<file path="src/rtl/pfdr_pkg.sv">
// Package for the phase firing delay regulator.
// Holds widths, register indexes, reset values and fixed constants.
// Used by every module of the block; depends on nothing.
package pfdr_pkg;

    // Knob converter resolution actually used (8 to 12 bits).
    localparam int KNOB_BITS   = 10;
    localparam int KNOB_IN_W   = 10;
    localparam int DEADBAND_W  = 10;
    localparam int KCMP_W      = (KNOB_BITS > DEADBAND_W) ? KNOB_BITS : DEADBAND_W;
    localparam int DELAY_W     = 13;
    localparam int PERIOD_W    = 16;
    localparam int COUNT_W     = 8;
    localparam int SCALED_W    = KNOB_BITS + 2;   // knob * 4
    localparam int RECIP_W     = 16;              // width of the 1/3 reciprocal
    localparam int PROD_W      = SCALED_W + RECIP_W;
    localparam int RECIP_SHIFT = 17;

    localparam int S_DATA_W    = 32;
    localparam int M_DATA_W    = 16;
    localparam int APB_ADDR_W  = 5;
    localparam int APB_DATA_W  = 32;

    typedef logic [KNOB_BITS-1:0] knob_t;
    typedef logic [DELAY_W-1:0]   delay_t;
    typedef logic [PERIOD_W-1:0]  period_t;
    typedef logic [COUNT_W-1:0]   count_t;

    // Register indexes (byte address is 4 * index).
    localparam logic [2:0] REG_RESTART_DELAY    = 3'd0;
    localparam logic [2:0] REG_KNOB_FULL_LEVEL  = 3'd1;
    localparam logic [2:0] REG_FAST_DELAY       = 3'd2;
    localparam logic [2:0] REG_TARGET_PERIOD    = 3'd3;
    localparam logic [2:0] REG_MAINS_LOSS_TICKS = 3'd4;
    localparam logic [2:0] REG_KNOB_DEADBAND    = 3'd5;
    localparam logic [2:0] REG_MIN_DELAY        = 3'd6;

    // Register reset values.
    localparam delay_t               RESTART_DELAY_RST    = 13'd6800;
    localparam logic [9:0]           KNOB_FULL_LEVEL_RST  = 10'd950;
    localparam delay_t               FAST_DELAY_RST       = 13'd4000;
    localparam period_t              TARGET_PERIOD_RST    = 16'd2727;
    localparam count_t               MAINS_LOSS_TICKS_RST = 8'd40;
    localparam logic [DEADBAND_W-1:0] KNOB_DEADBAND_RST   = 10'd50;
    localparam delay_t               MIN_DELAY_RST        = 13'd1000;

    // Fixed constants of the regulation law.
    localparam delay_t  DELAY_RESET      = 13'd7000;
    localparam delay_t  DELAY_MAX        = 13'd8191;
    localparam delay_t  TARGET_BASE      = 13'd5270;
    localparam count_t  STABLE_CAP       = 8'd250;
    localparam period_t AUTO_PERIOD_LOW  = 16'd2200;
    localparam period_t AUTO_PERIOD_HIGH = 16'd4000;
    localparam logic [RECIP_W-1:0] RECIP_THIRD = 16'hAAAB;  // ceil(2^17 / 3)

endpackage

</file>
<file path="src/rtl/phase_firing_delay_regulator_unit.sv">
// Top level of the phase firing delay regulator: stream in, stream out, APB registers.
// Depends on pfdr_pkg for widths, register indexes and constants.
//
// Path: input register, then result register; a stalled result holds back the flow.
// Throughput: one item per cycle; the state update is one combinational pass.
// Reset: aresetn synchronous, active low; clears valids, state and registers to defaults.
module phase_firing_delay_regulator_unit
    import pfdr_pkg::*;
(
    input  logic                  aclk,
    input  logic                  aresetn,
    // Input items
    input  logic                  s_tvalid,
    output logic                  s_tready,
    // [9:0] knob_sample, [10] knob_valid, [11] mains_level,
    // [27:12] period_capture, [28] enable, [31:29] zero
    input  logic [S_DATA_W-1:0]   s_tdata,
    // Result items
    output logic                  m_tvalid,
    input  logic                  m_tready,
    // [12:0] firing_delay, [13] mains_lost, [15:14] zero
    output logic [M_DATA_W-1:0]   m_tdata,
    // Configuration
    input  logic                  psel,
    input  logic                  penable,
    input  logic                  pwrite,
    input  logic [APB_ADDR_W-1:0] paddr,
    input  logic [APB_DATA_W-1:0] pwdata,
    output logic [APB_DATA_W-1:0] prdata,
    output logic                  pready
);

    // ------------------------------------------------------------------
    // Configuration registers
    // ------------------------------------------------------------------
    delay_t                  restart_delay_reg;
    logic [9:0]              knob_full_level_reg;
    delay_t                  fast_delay_reg;
    period_t                 target_period_reg;
    count_t                  mains_loss_ticks_reg;
    logic [DEADBAND_W-1:0]   knob_deadband_reg;
    delay_t                  min_delay_reg;

    logic       cfg_write;
    logic [2:0] cfg_index;

    assign pready    = 1'b1;
    assign cfg_write = psel && penable && pwrite && pready;
    assign cfg_index = paddr[4:2];

    always_ff @(posedge aclk) begin
        if (!aresetn) begin
            restart_delay_reg    <= RESTART_DELAY_RST;
            knob_full_level_reg  <= KNOB_FULL_LEVEL_RST;
            fast_delay_reg       <= FAST_DELAY_RST;
            target_period_reg    <= TARGET_PERIOD_RST;
            mains_loss_ticks_reg <= MAINS_LOSS_TICKS_RST;
            knob_deadband_reg    <= KNOB_DEADBAND_RST;
            min_delay_reg        <= MIN_DELAY_RST;
        end else if (cfg_write) begin
            case (cfg_index)
                REG_RESTART_DELAY:    restart_delay_reg    <= pwdata[DELAY_W-1:0];
                REG_KNOB_FULL_LEVEL:  knob_full_level_reg  <= pwdata[9:0];
                REG_FAST_DELAY:       fast_delay_reg       <= pwdata[DELAY_W-1:0];
                REG_TARGET_PERIOD:    target_period_reg    <= pwdata[PERIOD_W-1:0];
                REG_MAINS_LOSS_TICKS: mains_loss_ticks_reg <= pwdata[COUNT_W-1:0];
                REG_KNOB_DEADBAND:    knob_deadband_reg    <= pwdata[DEADBAND_W-1:0];
                REG_MIN_DELAY:        min_delay_reg        <= pwdata[DELAY_W-1:0];
                default: ;  // writes past the register list are dropped
            endcase
        end
    end

    always_comb begin
        case (cfg_index)
            REG_RESTART_DELAY:    prdata = APB_DATA_W'(restart_delay_reg);
            REG_KNOB_FULL_LEVEL:  prdata = APB_DATA_W'(knob_full_level_reg);
            REG_FAST_DELAY:       prdata = APB_DATA_W'(fast_delay_reg);
            REG_TARGET_PERIOD:    prdata = APB_DATA_W'(target_period_reg);
            REG_MAINS_LOSS_TICKS: prdata = APB_DATA_W'(mains_loss_ticks_reg);
            REG_KNOB_DEADBAND:    prdata = APB_DATA_W'(knob_deadband_reg);
            REG_MIN_DELAY:        prdata = APB_DATA_W'(min_delay_reg);
            default:              prdata = '0;
        endcase
    end

    // ------------------------------------------------------------------
    // Handshake: input register feeds result register. Each stage loads
    // whenever the stage after it is empty or draining, so one item moves per cycle
    // unless the result stalls; a stalled result never blocks a free input stage.
    // ------------------------------------------------------------------
    logic    in_valid_reg;
    logic    out_free;
    logic    advance;

    knob_t   in_knob_reg;
    logic    in_kvalid_reg;
    logic    in_level_reg;
    period_t in_capture_reg;
    logic    in_enable_reg;

    assign out_free = !m_tvalid || m_tready;
    assign advance  = in_valid_reg && out_free;
    assign s_tready = !in_valid_reg || out_free;

    always_ff @(posedge aclk) begin
        if (!aresetn) begin
            in_valid_reg <= 1'b0;
        end else if (s_tready) begin
            in_valid_reg <= s_tvalid;
        end
    end

    // Only the low KNOB_BITS bits of the sample take part.
    always_ff @(posedge aclk) begin
        if (s_tvalid && s_tready) begin
            in_knob_reg    <= KNOB_BITS'(s_tdata[KNOB_IN_W-1:0]);
            in_kvalid_reg  <= s_tdata[10];
            in_level_reg   <= s_tdata[11];
            in_capture_reg <= s_tdata[27:12];
            in_enable_reg  <= s_tdata[28];
        end
    end

    // ------------------------------------------------------------------
    // Regulator state
    // ------------------------------------------------------------------
    knob_t   knob_value_reg,   knob_value_next;
    period_t speed_period_reg, speed_period_next;
    delay_t  delay_value_reg,  delay_value_next;
    logic    ramp_phase_reg,   ramp_phase_next;
    count_t  stable_count_reg, stable_count_next;
    logic    last_level_reg,   last_level_next;

    // Working signals of the single update pass
    period_t             speed_cap;
    knob_t               knob_diff;
    logic                knob_take;
    logic                mains_loss;
    logic                knob_full;
    logic [SCALED_W-1:0] knob_scaled;
    logic [PROD_W-1:0]   third_prod;
    delay_t              knob_drop;
    delay_t              target;
    logic                auto_band;
    logic                step_down;
    delay_t              step_amt;
    delay_t              delay_reg_upd;

    always_comb begin
        // Capture is stored regardless of enable, but cleared on mains loss while enabled.
        speed_cap = (in_capture_reg != '0) ? in_capture_reg : speed_period_reg;

        // Deadband filter; the first sample after zero is taken as is.
        knob_diff = (in_knob_reg > knob_value_reg) ? (in_knob_reg - knob_value_reg)
                                                   : (knob_value_reg - in_knob_reg);
        knob_take = in_kvalid_reg &&
                    ((knob_value_reg == '0) ||
                     (KCMP_W'(knob_diff) > KCMP_W'(knob_deadband_reg)));
        knob_value_next = knob_take ? in_knob_reg : knob_value_reg;

        // Mains watch: count ticks without a level change, saturating at the cap.
        stable_count_next = stable_count_reg;
        last_level_next   = last_level_reg;
        if (in_enable_reg) begin
            if (in_level_reg == last_level_reg) begin
                if (stable_count_reg < STABLE_CAP) begin
                    stable_count_next = stable_count_reg + count_t'(1);
                end
            end else begin
                stable_count_next = '0;
                last_level_next   = in_level_reg;
            end
        end
        mains_loss = (stable_count_next >= mains_loss_ticks_reg);

        // Target delay: 5270 - knob*4/3 below full level, fast_delay above.
        // knob*4/3 by multiplying with the reciprocal of 3, exact for 16-bit operands.
        knob_full   = KCMP_W'(knob_value_next) > KCMP_W'(knob_full_level_reg);
        knob_scaled = {knob_value_next, 2'b00};
        third_prod  = PROD_W'(knob_scaled) * PROD_W'(RECIP_THIRD);
        knob_drop   = DELAY_W'(third_prod >> RECIP_SHIFT);
        if (knob_full) begin
            target = fast_delay_reg;
        end else if (knob_drop < TARGET_BASE) begin
            target = TARGET_BASE - knob_drop;
        end else begin
            target = '0;
        end

        // Automatic mode band on the (possibly just captured) speed period.
        auto_band = knob_full && (speed_cap > AUTO_PERIOD_LOW) &&
                    (speed_cap < AUTO_PERIOD_HIGH);

        // Soft start ramps by 2, auto trim by 1; steps down act every other tick.
        step_down = (delay_value_reg > target) ||
                    (auto_band && (speed_cap > target_period_reg));
        step_amt  = (delay_value_reg > target) ? delay_t'(2) : delay_t'(1);

        delay_reg_upd   = delay_value_reg;
        ramp_phase_next = ramp_phase_reg;
        if (mains_loss) begin
            delay_reg_upd = restart_delay_reg;
        end else if (step_down) begin
            if (!ramp_phase_reg) begin
                ramp_phase_next = 1'b1;
            end else begin
                delay_reg_upd   = (delay_value_reg > step_amt) ?
                                  (delay_value_reg - step_amt) : '0;
                ramp_phase_next = 1'b0;
            end
        end else if (auto_band) begin
            if (delay_value_reg < DELAY_MAX) begin
                delay_reg_upd = delay_value_reg + delay_t'(1);
            end
        end else begin
            delay_reg_upd = target;
        end

        // Hold everything but capture and knob while disabled.
        if (in_enable_reg) begin
            delay_value_next  = (delay_reg_upd < min_delay_reg) ? min_delay_reg
                                                                : delay_reg_upd;
            speed_period_next = mains_loss ? '0 : speed_cap;
        end else begin
            delay_value_next  = delay_value_reg;
            ramp_phase_next   = ramp_phase_reg;
            speed_period_next = speed_cap;
        end
    end

    always_ff @(posedge aclk) begin
        if (!aresetn) begin
            knob_value_reg   <= '0;
            speed_period_reg <= '0;
            delay_value_reg  <= DELAY_RESET;
            ramp_phase_reg   <= 1'b0;
            stable_count_reg <= '0;
            last_level_reg   <= 1'b0;
        end else if (advance) begin
            knob_value_reg   <= knob_value_next;
            speed_period_reg <= speed_period_next;
            delay_value_reg  <= delay_value_next;
            ramp_phase_reg   <= ramp_phase_next;
            stable_count_reg <= stable_count_next;
            last_level_reg   <= last_level_next;
        end
    end

    // ------------------------------------------------------------------
    // Result register
    // ------------------------------------------------------------------
    delay_t out_delay_reg;
    logic   out_lost_reg;
    logic   out_valid_reg;

    always_ff @(posedge aclk) begin
        if (!aresetn) begin
            out_valid_reg <= 1'b0;
        end else if (out_free) begin
            out_valid_reg <= in_valid_reg;
        end
    end

    always_ff @(posedge aclk) begin
        if (advance) begin
            out_delay_reg <= delay_value_next;
            out_lost_reg  <= mains_loss;
        end
    end

    assign m_tvalid = out_valid_reg;
    assign m_tdata  = {2'b00, out_lost_reg, out_delay_reg};

endmodule

</file>
<file path="config.mk">
export PLATFORM = sky130hd
export DESIGN_NAME = phase_firing_delay_regulator_unit
export DESIGN_NICKNAME = d
export VERILOG_FILES = /design/src/rtl/pfdr_pkg.sv /design/src/rtl/phase_firing_delay_regulator_unit.sv
export SDC_FILE = /design/constraint.sdc
export NUM_CORES = 1
export LEC_CHECK = 0
export BUFFER_PORTS_ARGS = -buffer_cell sky130_fd_sc_hd__buf_2
export CAP_MARGIN = 0
export CORE_MARGIN = 5
export CORE_UTILIZATION = 61
export CTS_CLUSTER_SIZE = 28
export DETAILED_ROUTE_END_ITERATION = 6
export GPL_TIMING_DRIVEN = 0
export PLACE_DENSITY = 0.85
export SYNTH_ARGS = -nofsm -noshare
export SYNTH_HDL_FRONTEND = slang
export SYNTH_SLANG_ARGS = --single-unit
export TNS_END_PERCENT = 10
</file>
<file path="constraint.sdc">
create_clock -name aclk -period 26.3 [get_ports aclk]
set_input_delay 2.63 -clock aclk [delete_from_list [all_inputs] [get_ports aclk]]
set_output_delay 2.63 -clock aclk [all_outputs]
set_load 0.02 [all_outputs]
</file>
# After elaboration in Yosys (flattened, before gate mapping)
# Cells that the tools add are included.
# totals
regBits	177
input_bits	76
out_inout_bits	51
elab_cells	98
# classes
add_sub_neg	6
multipliers	1
n_lt_le_gt_ge	13
n_eq_ne	7
mux	21
bitwise_logic	2
reduce_logical	26
# ops
operator	count
$mux 13	10
$pmux 16 s7	1
$mux 16	3
$gt 10x10->1	3
$mul 10x16->26 const B	1
$mux 8	3
$mux 10	2
$sub 10x10->10	2
$gt 16x12->1 const B	1
$gt 16x16->1	1
$lt 16x12->1 const B	1
$reduce_bool 16->1	1
$reduce_and 2->1	7
$add 13x1->13 const B	1
$gt 13x13->1	1
$gt 13x2->1	1
$lt 11x13->1 const B	1
$lt 13x13->1	1
$lt 13x13->1 const B	1
$sub 13x11->13 const A	1
$sub 13x2->13	1
$logic_not 10->1	1
$eq 3x3->1 const B	3
$add 8x1->8 const B	1
other kinds (14)	27

# Depth between registers and ports, before layout
# logic_depth
ltp_word	20
mapped_depth	83
ltp_nobuf	76

# Worst setup path before layout
# OpenSTA, ideal clock, no wires.
# synth_timing
kind	reg2reg
start	register in_knob_reg[0]
end	register out_delay_reg[2] (data pin)
setup_time_ns	0.270
arrival_time_ns	15.956
setup_slack_ns	10.075
path_stages_with_launch	79
n_path_buf	7
period_less_slack_ns	16.225
path_cell_list	edfxtp_1 -> inv_1 -> ha_1 -> inv_1 -> fa_1 -> a21o_1 -> a21oi_1 -> o21bai_1 -> a21oi_1 -> o21bai_1 -> a21oi_1 -> o21ai_1 -> clkbuf_1 -> mux2i_1 -> nand2_1 -> o22ai_1 -> o21ai_0 -> xor2_1 -> [... 43 more ...] -> nand2_1 -> nand3_1 -> a21oi_1 -> or2_2 -> ha_1 -> a21o_1 -> a21o_1 -> a21o_1 -> a21o_1 -> a21o_1 -> a21o_1 -> a211o_1 -> nor2_1 -> a41o_1 -> buf_6 -> buf_2 -> mux2i_1 -> a21oi_1
# synth_between
elab_chain_cells	20
# synth_rtl
element	line	rtl
start, declared	phase_firing_delay_regulator_unit.sv:96	knob_t in_knob_reg;
start signal, assigned	phase_firing_delay_regulator_unit.sv:117	in_knob_reg <= KNOB_BITS'(s_tdata[KNOB_IN_W-1:0]);
$sub 10x10->10 (tied with other cells)	phase_firing_delay_regulator_unit.sv:156	: (knob_value_reg - in_knob_reg);
$mux 10 *	phase_firing_delay_regulator_unit.sv:155	knob_diff = (in_knob_reg > knob_value_reg) ? (in_knob_reg - knob_value_reg)
$gt 10x10->1 *	phase_firing_delay_regulator_unit.sv:159	(KCMP_W'(knob_diff) > KCMP_W'(knob_deadband_reg)));
$logic_or 1x1->1 *	phase_firing_delay_regulator_unit.sv:158	((knob_value_reg == '0) ||
$logic_and 1x1->1 *	phase_firing_delay_regulator_unit.sv:157	knob_take = in_kvalid_reg &&
$mux 10 *	phase_firing_delay_regulator_unit.sv:160	knob_value_next = knob_take ? in_knob_reg : knob_value_reg;
named net knob_value_next[6]	phase_firing_delay_regulator_unit.sv:128	knob_t knob_value_reg, knob_value_next;
$mul 10x16->26	phase_firing_delay_regulator_unit.sv:181	third_prod = PROD_W'(knob_scaled) * PROD_W'(RECIP_THIRD);
[... 6 more ...]	-	
$mux 13	phase_firing_delay_regulator_unit.sv:208	delay_reg_upd = (delay_value_reg > step_amt) ?
$mux 13	phase_firing_delay_regulator_unit.sv:205	if (!ramp_phase_reg) begin
$mux 13 *	phase_firing_delay_regulator_unit.sv:204	end else if (step_down) begin
$mux 13 *	phase_firing_delay_regulator_unit.sv:202	if (mains_loss) begin
$lt 13x13->1	phase_firing_delay_regulator_unit.sv:222	delay_value_next = (delay_reg_upd < min_delay_reg) ? min_delay_reg
$mux 13 *	phase_firing_delay_regulator_unit.sv:222	
$mux 13 *	phase_firing_delay_regulator_unit.sv:221	if (in_enable_reg) begin
named net delay_value_next[2]	phase_firing_delay_regulator_unit.sv:130	delay_t delay_value_reg, delay_value_next;
end signal, assigned	phase_firing_delay_regulator_unit.sv:267	out_delay_reg <= delay_value_next;
end, declared	phase_firing_delay_regulator_unit.sv:253	delay_t out_delay_reg;
# The timed path passes the listed nets; every way through them passes the cells marked *.
# A chain may end at the register's enable or synchronous reset.

# Worst setup path in the final report
# Same ends and word-level chain as after synthesis.

==> impl_metrics.tcl <==
set metrics [dict create \
    first_iter_violations 1544 \
    critPathKind "flip-flop to flip-flop" \
    p_leak_nw 7.17 \
    hold_viol_final 0 \
    final_area_sq_um 16000 \
    track_usage_pct 34.4 \
    worstPathArrival_ps 19930 \
    firstDrtPassIters 7 \
    rsz0062_at_grt "false" \
    die_w_microns 164 \
    post_drt_wl_per_cell_microns 20.7 \
    violations "design-rule violations" \
    synthArstFlopShare_pct 0 \
    antenna_left 0 \
    max_stage_delay_ps 940 \
    synth_flop_cell "dfxtp_1" \
    fin_tns_setup_ps 0 \
    synth.most_common_cell "nand2_1" \
    skew_ps 16.3 \
    vias 14200 \
    drt-total-wl_microns 46600 \
    start_util_pct 62.0 \
    synthDominantCellAreaShare_pct 18.4 \
    core_area_sq_um 23500 \
    drc 1 \
    antenna_found_initial 0 \
    clock_sinks 177 \
    tightestPinTransition_ps 1400 \
    max-slew-margin-rel_pct 5.61 \
    post-place-ws_ps 6920 \
    synth_area_leaders "dfxtp_1 (18%), ha_1 (13%), edfxtp_1 (8.9%)" \
    dieArea_sq_um 27100 \
    min_period_over_period_pct 75.2 \
    place_inst 2214 \
    synth_cells 1793 \
    first_global_vias 13500 \
    cp_max_fo 10 \
    synth_edf_count 43 \
    utilization_pct 68.3 \
    antenna_cells 0 \
    cts_buffers 17 \
    powerDensity_nw_per_um2 155 \
    dp_hpwl_microns 36800 \
    power.total_mw 2.49 \
    die_h_microns 164 \
    grt_max_degree 30 \
    cts_tree "yes" \
    grt.overflow.total 0 \
    status "complete, but fails checks" \
    setup_violations 0 \
    hold_ws_ps 464 \
    place_area_sq_um 15400 \
    clk_path_buf_depth 2 \
    ios 127 \
    cts_hold_buf 0 \
    synth_common_cells "nand2_1 (246), ha_1 (157), inv_1 (152), a21oi_1 (137), nor2_1 (136)" \
    end_kind "flip-flop" \
    yosys.area.top_type "dfxtp_1" \
    cp_data_required_time_ps 26460 \
    cts_resized 0 \
    avgSynthCellArea_sq_um 8.12 \
    ys_warn_count 0 \
    drv_slew 0 \
    via_per_inst 6.31 \
    htreeDepth 4 \
    fin_crit_ps 19770 \
    drv_cap 0 \
    cp_common_cell "a21oi_1" \
    final_nets 2182 \
    fin_cells 2246 \
    ctsRootBufferMaster "clkbuf_16" \
    r2r_slack_ps 6530 \
    crit_slowest_cell "o31ai_1" \
    finalWorstSetupSlack_ps 6530 \
    grt_first_pass_wirelength_microns 72800 \
    max_freq_ghz 0.0506 \
    portBuffers 85 \
    synthDistinctLibCells 91 \
    syn_area_sq_um 14600 \
    ys_ff_latch 177 \
    hp-class "flip-flop to flip-flop" \
    crit_path_start_kind "flip-flop" \
    areaGrowthSynthToFinish_pct 10.2 \
    globalplace.congestion 1.05 \
    layout-drive-gt1-share_pct 10.5 \
    post_cts.repair.setup_buffers 0 \
    clk_latency_ps 440 \
    clk_pin_slew_ps 80 \
    rows 56 \
    max-vdd-ir-drop_mv 0.186 \
    ys_seq_area_share_pct 27.3 \
]
-- metal layers --
layer	up-vias	track usage [%]	wire (microns)	share of wire, %
li1	6572	-	-	-
met1	6589	47.2	18600	40
met2	867	53.8	20800	45
met3	149	4.77	4770	10
met4	0	16.1	2380	5.1
met5	-	0	0	0
-- kinds of logic after synthesis --
logic type | share of synthesized area [%]
muxes | 4.50
and+or+nand+nor | 19.3
DFF | 27.3
other | 0.0516
AOI/OAI and AO/OA | 20.7
xor gates and xnor gates | 2.29
buffers and inverters | 7.55
adders and majority gates | 18.3
-- power breakdown --
group | switching, mW | total (mW) | leakage (nW) | internal [mW]
clock network | 0.129 | 0.257 | 0.285 | 0.129
logic | 1.18 | 1.93 | 5.40 | 0.753
registers | 0.00920 | 0.299 | 1.49 | 0.290
-- critical path, delay by kind of cell (launching register included) --
family	cells	cell delay (ps)
adder cells (fa/ha/maj)	13	4920
AO/OA/AOI/OAI	34	7470
multiplexers	3	790
flip-flops	1	400
AND/OR/NAND/NOR	13	2870
XOR/XNOR	3	440
buffers and inverters	11	2600
-- path summary, 6_finish.rpt --
| path | depth (start not counted) | from | end |
|---|---|---|---|
| setup reg to reg | 77 | in_knob_reg[0] | out_delay_reg[2] |
| hold reg to reg | 2 | target_period_reg[15] | target_period_reg[15] |
| hold / removal | 2 | target_period_reg[15] | target_period_reg[15] |
| setup / recovery | 77 | in_knob_reg[0] | out_delay_reg[2] |
-- layout by cell type, fill, tap and decap left out, types with 14 or more instances in the layout --
master	count
xor2_1	19
mux2i_1	46
a21oi_1	137
a31oi_1	17
clkbuf_1	69
clkbuf_16	17
a211oi_1	25
xnor2_1	19
a21o_1	44
nand2_1	246
nand3_1	62
ha_1	157
conb_1	19
mux2_2	14
nor2_1	136
edfxtp_1	43
nand4_1	22
dfxtp_1	134
buf_4	21
fa_1	35
o211ai_1	39
o21ai_0	71
buf_2	94
inv_1	152
nor3_1	23
-- area by class of cell --
class,count,area (sq um)
Multi-Input combinational cell,1369,9560
Fill cell,1924,7430
Sequential cell,177,3970
Inverter,154,581
Buffer,110,520
Clock buffer,17,425
Timing Repair Buffer,85,425
Tap cell,319,399
Clock inverter,15,163
Power figures use the tool's default switching activity.
